**src/sv/cla_pkg.sv**
```systemverilog
`timescale 1ns / 1ps
// Shared types, constants and helper functions for the command line argument splitter.
// Has no dependencies; cla_parse and the top level refer to it by scoped names.
package cla_pkg;

	localparam int COUNT_BITS = 16;
	localparam int WIDE_BITS  = (COUNT_BITS > 16) ? COUNT_BITS : 16;
	localparam int CH_BITS    = 16;

	localparam logic [CH_BITS-1:0] BACKSLASH_CODE = 16'h005C;
	localparam logic [CH_BITS-1:0] QUOTE_CODE     = 16'h0022;
	localparam logic [CH_BITS-1:0] SPACE_CODE     = 16'h0020;
	localparam logic [CH_BITS-1:0] EOL_CODE       = 16'h0000;

	typedef logic [COUNT_BITS-1:0] count_t;

	typedef struct packed {
		logic [15:0] args_done;
		logic        line_end;
		logic        arg_end;
		logic [15:0] out_char;
		logic        emit_char;
		logic [15:0] backslash_run;
	} result_t;

	function automatic count_t sat_inc(input count_t v);
		return (v == {COUNT_BITS{1'b1}}) ? v : count_t'(v + 1'b1);
	endfunction

	function automatic logic [15:0] clamp16(input count_t v);
		logic [WIDE_BITS-1:0] wide;
		wide = WIDE_BITS'(v);
		return (wide > WIDE_BITS'(16'hFFFF)) ? 16'hFFFF : wide[15:0];
	endfunction

endpackage

```
**src/sv/cla_parse.sv**
```systemverilog
`timescale 1ns / 1ps
// Parsing state and per-character update of the argument splitter.
// Depends on cla_pkg for the character codes, counter helpers and result type.
module cla_parse (
	input  logic                        clk,
	input  logic                        arst_n,
	input  logic                        cfg_wen,
	input  logic                        cfg_wdata,
	input  logic                        fire,
	input  logic [cla_pkg::CH_BITS-1:0] ch,
	output logic                        has_result,
	output cla_pkg::result_t            result
);

	logic            keep_quotes_q;
	logic            in_arg_q;
	logic            in_quotes_q;
	cla_pkg::count_t pend_q;
	cla_pkg::count_t arg_cnt_q;

	logic            in_arg_n;
	logic            in_quotes_n;
	cla_pkg::count_t pend_n;
	cla_pkg::count_t arg_cnt_n;

	cla_pkg::count_t cnt_inc;
	cla_pkg::count_t eff_pend;
	logic            eff_quotes;
	logic            is_sep;
	logic            odd;

	always_comb begin
		cnt_inc     = cla_pkg::sat_inc(arg_cnt_q);
		is_sep      = (ch <= cla_pkg::SPACE_CODE);
		eff_pend    = in_arg_q ? pend_q : '0;
		eff_quotes  = in_arg_q ? in_quotes_q : 1'b0;
		odd         = eff_pend[0];
		in_arg_n    = in_arg_q;
		in_quotes_n = in_quotes_q;
		pend_n      = pend_q;
		arg_cnt_n   = arg_cnt_q;
		has_result  = 1'b0;
		result      = '0;
		result.args_done = cla_pkg::clamp16(arg_cnt_q);
		if (ch == cla_pkg::EOL_CODE) begin
			has_result      = 1'b1;
			result.line_end = 1'b1;
			if (in_arg_q) begin
				result.arg_end       = 1'b1;
				result.backslash_run = cla_pkg::clamp16(pend_q);
				result.args_done     = cla_pkg::clamp16(cnt_inc);
			end
			in_arg_n    = 1'b0;
			in_quotes_n = 1'b0;
			pend_n      = '0;
			arg_cnt_n   = '0;
		end else if (!in_arg_q && is_sep) begin
			has_result = 1'b0;
		end else if (in_arg_q && !in_quotes_q && is_sep) begin
			has_result           = 1'b1;
			result.arg_end       = 1'b1;
			result.backslash_run = cla_pkg::clamp16(pend_q);
			result.args_done     = cla_pkg::clamp16(cnt_inc);
			arg_cnt_n            = cnt_inc;
			in_arg_n             = 1'b0;
			pend_n               = '0;
		end else begin
			in_arg_n    = 1'b1;
			in_quotes_n = eff_quotes;
			if (ch == cla_pkg::BACKSLASH_CODE) begin
				pend_n = cla_pkg::sat_inc(eff_pend);
			end else begin
				pend_n     = '0;
				has_result = 1'b1;
				if (ch == cla_pkg::QUOTE_CODE) begin
					if (!odd) begin
						in_quotes_n = !eff_quotes;
					end
					if (keep_quotes_q && (arg_cnt_q == '0)) begin
						result.backslash_run = cla_pkg::clamp16(eff_pend);
						result.emit_char     = 1'b1;
						result.out_char      = ch;
					end else begin
						result.backslash_run = cla_pkg::clamp16(eff_pend >> 1);
						result.emit_char     = odd;
						result.out_char      = odd ? ch : '0;
					end
				end else begin
					result.backslash_run = cla_pkg::clamp16(eff_pend);
					result.emit_char     = 1'b1;
					result.out_char      = ch;
				end
			end
		end
	end

	always_ff @(posedge clk or negedge arst_n) begin
		if (!arst_n) begin
			keep_quotes_q <= 1'b1;
			in_arg_q      <= 1'b0;
			in_quotes_q   <= 1'b0;
			pend_q        <= '0;
			arg_cnt_q     <= '0;
		end else begin
			if (cfg_wen) begin
				keep_quotes_q <= cfg_wdata;
			end
			if (fire) begin
				in_arg_q    <= in_arg_n;
				in_quotes_q <= in_quotes_n;
				pend_q      <= pend_n;
				arg_cnt_q   <= arg_cnt_n;
			end
		end
	end

endmodule

```
**src/sv/command_line_arg_splitter.sv**
```systemverilog
`timescale 1ns / 1ps
// A character accepted on the slave side passes through the input register, then the result
// register, and reaches the master side as a result beat once the sink is ready.
// One character per cycle unless stalled; backslashes and extra blanks give no beat.
// Reset: arst_n clears the parsing state and both pipeline stages; the quote mode
// register returns to 1. Depends on cla_pkg and cla_parse.
module command_line_arg_splitter (
	input  logic        clk,
	input  logic        arst_n,
	input  logic        cfg_wen,
	input  logic        cfg_wdata,
	input  logic        s_tvalid,
	output logic        s_tready,
	input  logic [15:0] s_tdata,   // ch [15:0]
	output logic        m_tvalid,
	input  logic        m_tready,
	output logic [47:0] m_tdata,   // backslash_run [15:0], out_char [31:16], args_done [47:32]
	output logic [1:0]  m_tuser,   // emit_char [0], arg_end [1]
	output logic        m_tlast    // line_end
);

	logic                        valid_s1;
	logic [cla_pkg::CH_BITS-1:0] ch_s1;
	logic                        valid_s2;
	cla_pkg::result_t            res_s2;

	logic             stall;
	logic             fire;
	logic             has_result;
	cla_pkg::result_t result;

	assign stall    = valid_s2 && !m_tready;
	assign fire     = valid_s1 && !stall;
	assign s_tready = !valid_s1 || !stall;

	cla_parse u_parse (
		.clk        (clk),
		.arst_n     (arst_n),
		.cfg_wen    (cfg_wen),
		.cfg_wdata  (cfg_wdata),
		.fire       (fire),
		.ch         (ch_s1),
		.has_result (has_result),
		.result     (result)
	);

	always_ff @(posedge clk or negedge arst_n) begin
		if (!arst_n) begin
			valid_s1 <= 1'b0;
			valid_s2 <= 1'b0;
		end else begin
			if (s_tready) begin
				valid_s1 <= s_tvalid;
			end
			if (!stall) begin
				valid_s2 <= fire && has_result;
			end
		end
	end

	always_ff @(posedge clk) begin
		if (s_tready && s_tvalid) begin
			ch_s1 <= s_tdata;
		end
		if (fire && has_result) begin
			res_s2 <= result;
		end
	end

	assign m_tvalid = valid_s2;
	assign m_tdata  = {res_s2.args_done, res_s2.out_char, res_s2.backslash_run};
	assign m_tuser  = {res_s2.arg_end, res_s2.emit_char};
	assign m_tlast  = res_s2.line_end;

endmodule

```
**config.mk**
```make
export PLATFORM = sky130hd
export DESIGN_NAME = command_line_arg_splitter
export DESIGN_NICKNAME = d
export VERILOG_FILES = /design/src/sv/cla_pkg.sv /design/src/sv/cla_parse.sv /design/src/sv/command_line_arg_splitter.sv
export SDC_FILE = /design/constraint.sdc
export NUM_CORES = 1
export LEC_CHECK = 0
export BUFFER_PORTS_ARGS = -buffer_cell sky130_fd_sc_hd__buf_2
export CAP_MARGIN = 20
export CELL_PAD_IN_SITES_DETAIL_PLACEMENT = 1
export CELL_PAD_IN_SITES_GLOBAL_PLACEMENT = 1
export CORE_AREA = 2 2 136 138
export DETAILED_ROUTE_END_ITERATION = 8
export DIE_AREA = 0 0 138 140
export PLACE_DENSITY = 0.65
export SYNTH_ARGS = -nofsm -noshare
export SYNTH_HDL_FRONTEND = slang
export SYNTH_HIERARCHICAL = 1
export SYNTH_SLANG_ARGS = --single-unit
```
**constraint.sdc**
```tcl
create_clock -name clk -period 3.8 [get_ports clk]
set_input_delay 0.19 -clock clk [delete_from_list [all_inputs] [get_ports clk]]
set_output_delay 0.19 -clock clk [all_outputs]
set_load 0.1 [all_outputs]
```
==> flow_summary.ini <==
[clock_tree]
numCtsBuffers = 9
cts_resized = 0
cts-root-buf = clkbuf_16
cts_sinks = 104
cts_tree = done
clock_latency_ns = 0.36
hold_buffers = 11
cts_buffer_depth = 2
post_cts_buffers = 0
htreeDepth = 3
path_clk_slew_ns = 0.07

[die]
fp.dieH_um = 140
dieArea_mm2 = 0.0193
start_util_pct = 29.5
row_count = 49
die_w_um = 138
core_region_area_mm2 = 0.0178
num_io_pins = 75

[synthesis]
yosysWarningCount = 6
synth-async-reset-ratio_pct = 35.6
synth_largest_area_cell = edfxtp_1
ys_types = 62
synth_area_leaders = edfxtp_1 (38%), dfrtp_1 (17%), nand2_1 (3.9%)
synth_edf_count = 67
netlist_instances = 488
syn_area_mm2 = 0.00524
avgSynthCellArea_um2 = 10.7
syn-num-nets = 513
synth_top_area_share_pct = 38.4
synthFlopType = edfxtp_1
ys_seq_area_share_pct = 56.1
ys_ff_latch = 104

[finish]
drive_above_1_share_pct = 20.4
layout_common_cells = buf_2 (74), edfxtp_1 (67), nand2_1 (54)
n_antenna_cell = 0
fill_cells = 2016
nets = 578
final_cell_count_no_fill = 787
area_growth_pct = 19.5
final_common_cell = buf_2

[timing]
final-hold-violation-count = 0
relSlewSlack_pct = 28.8
final.setup.tns_ns = 0
worst_slew_pin_slew_ns = 1.06
fin_hold_ws_ns = 0.0121
finalSetupViolations = 0
fin_crit_ns = 2.85
fin_crit_sh_pct = 75.0
clock_skew_ns = 0.0105
rsz0062_at_grt = false
fmax_ghz = 0.351
maxSlewViolCount = 0

[power_and_ir_drop]
leakage_uw = 0.00241
ir_drop_mv = 0.229
p_per_area_mw_per_mm2 = 438

[route]
antenna_left = 0
vias = 4200
drc_errors = 0
avgViaCountPerCell = 5.34
dr.pass1.iters = 4
detail_route.wl_per_cell_um = 17.5
drt-total-wl_um = 13800
drtIter0Drc = 321

[placed_design]
place.gp.congestion = 0.822
io_buffer_count = 74
hpwl_um = 9800
place_inst = 757

[grt]
grt_util_all_layers_pct = 14.6
grt-ovfl-total = 0
grt_max_degree = 38
antenna_found_initial = 0
grt_pass1_wl_um = 22800
first_global_vias = 4301

[worst_setup_path]
worstSetupStartpointType = flip-flop
max_stage_delay_ns = 0.99
required_ns = 4.08
cp.arrival_ns = 3.14
end_kind = flip-flop
r2r_start = ch_s1[0]
worstPathCellList = nor4b_1 -> a21oi_1 -> nor4_4 -> buf_4 -> a21oi_1 -> a21oi_1
r2r_cells = 6
worst_path_max_delay_cell = nor4_4
critPathMaxFanout = 21
path_class = flip-flop to flip-flop
r2r_slack_ns = 0.95
critPathMostFrequentCell = a21oi_1
regToRegEndpoint = u_parse/arg_cnt_q[8]

[min_path]
hold_path.class = input pin to flip-flop
hold_depth = 1
hold_path_end = ch_s1[2]
hold_start = s_tdata[2]

[flow_run]
maxCapViolations = 0

[outcome]
outcome = completed
==> Yosys cell counts (5+ instances only) <==
library cell  instances
inv_1                 8
nor4_1                7
buf_2                 9
o31ai_1               7
a31oi_1              30
nand3_1              31
dfrtp_1              36
nand2_1              54
nand2b_1              5
a21oi_1              38
a41oi_1               8
or4_4                 5
nor2_1               23
and3_1                5
and4_1                7
and2_1               12
xor2_1               11
nor3_1                9
nand4_1              14
o21ai_0               7
edfxtp_1             67
a21o_1                7
clkbuf_1             31
==> logic make-up after synthesis <==
group,after synthesis,share of synthesized area (%)
AO/OA/AOI/OAI,122,15.5
XOR/XNOR,12,2.01
adder cells (fa/ha/maj),3,0.716
buffers and inverters,50,3.82
flip-flops,104,56.1
multiplexers,4,0.836
AND/OR/NAND/NOR,193,21.1
==> power by group <==
group / internal, µW / switching (µW) / total, µW
logic: 73.0 / 368 / 441
clock network: 578 / 422 / 1000
registers: 1270 / 34.4 / 1300
==> state kept, by name, summed over array words and instances, names as in the netlist <==
register	count
ch_s1	16
m_tdata	48
m_tlast	1
m_tuser	2
m_tvalid	1
u_parse/arg_cnt_q	16
u_parse/in_arg_q	1
u_parse/in_quotes_q	1
u_parse/keep_quotes_q	1
u_parse/pend_q	16
valid_s1	1
==> critical path: cells and delay by family (launching register included) <==
| kind | cells | cell delay (ns) |
|---|---|---|
| compound gates | 3 | 0.56 |
| flops | 1 | 0.46 |
| buf+inv | 1 | 0.27 |
| simple gates | 2 | 1.48 |
==> worst max-delay path by stage <==
| stage | end | from | slack (ns) | cells after the start |
|---|---|---|---|---|
| 6_report | u_parse/arg_cnt_q[8] | ch_s1[0] | 0.95 | 6 |
| 2_1_floorplan | m_tdata[0] | ch_s1[5] | 0.61 | 6 |
| 3_3_place_gp | u_parse/arg_cnt_q[12] | ch_s1[2] | 1.10 | 6 |
| 5_1_grt | u_parse/arg_cnt_q[8] | ch_s1[2] | 0.68 | 6 |
| 4_1_cts | u_parse/arg_cnt_q[8] | ch_s1[0] | 0.92 | 6 |
| 3_5_place_dp | u_parse/arg_cnt_q[8] | ch_s1[2] | 0.94 | 6 |
==> area by class of cell <==
type	count	area (µm²)	share of cell area, %
flip-flops and latches	104	2940	46.9
repair buffers	96	583	9.31
multi-input cells	334	2110	33.7
clock buffers	11	233	3.72
clock inverters	5	81.3	1.30
inverters	8	30.0	0.480
well taps	229	287	4.58
==> routing by layer <==
metal | share of wire (%) | GRT usage [%] | vias to the layer above
li1 | - | - | 1977
met1 | 47 | 19.2 | 2111
met2 | 48 | 23.8 | 96
met3 | 4.4 | 3.73 | 16
met4 | 1.4 | 4.56 | 0
met5 | 0 | 0 | -
==> through the flow <==
step	util (%)	cell area (µm²)	setup WS (ns)	power [µW]
after floorplan	-	5240	0.608	1670
after CTS	35.0	6230	0.924	2780
final	35.2	6260	0.948	2740
after global placement	32.7	5810	1.10	1760
after detailed placement	32.7	5810	0.938	1760
after global routing	35.2	6260	0.681	2850
No activity file was read; power rests on OpenSTA's default activity.
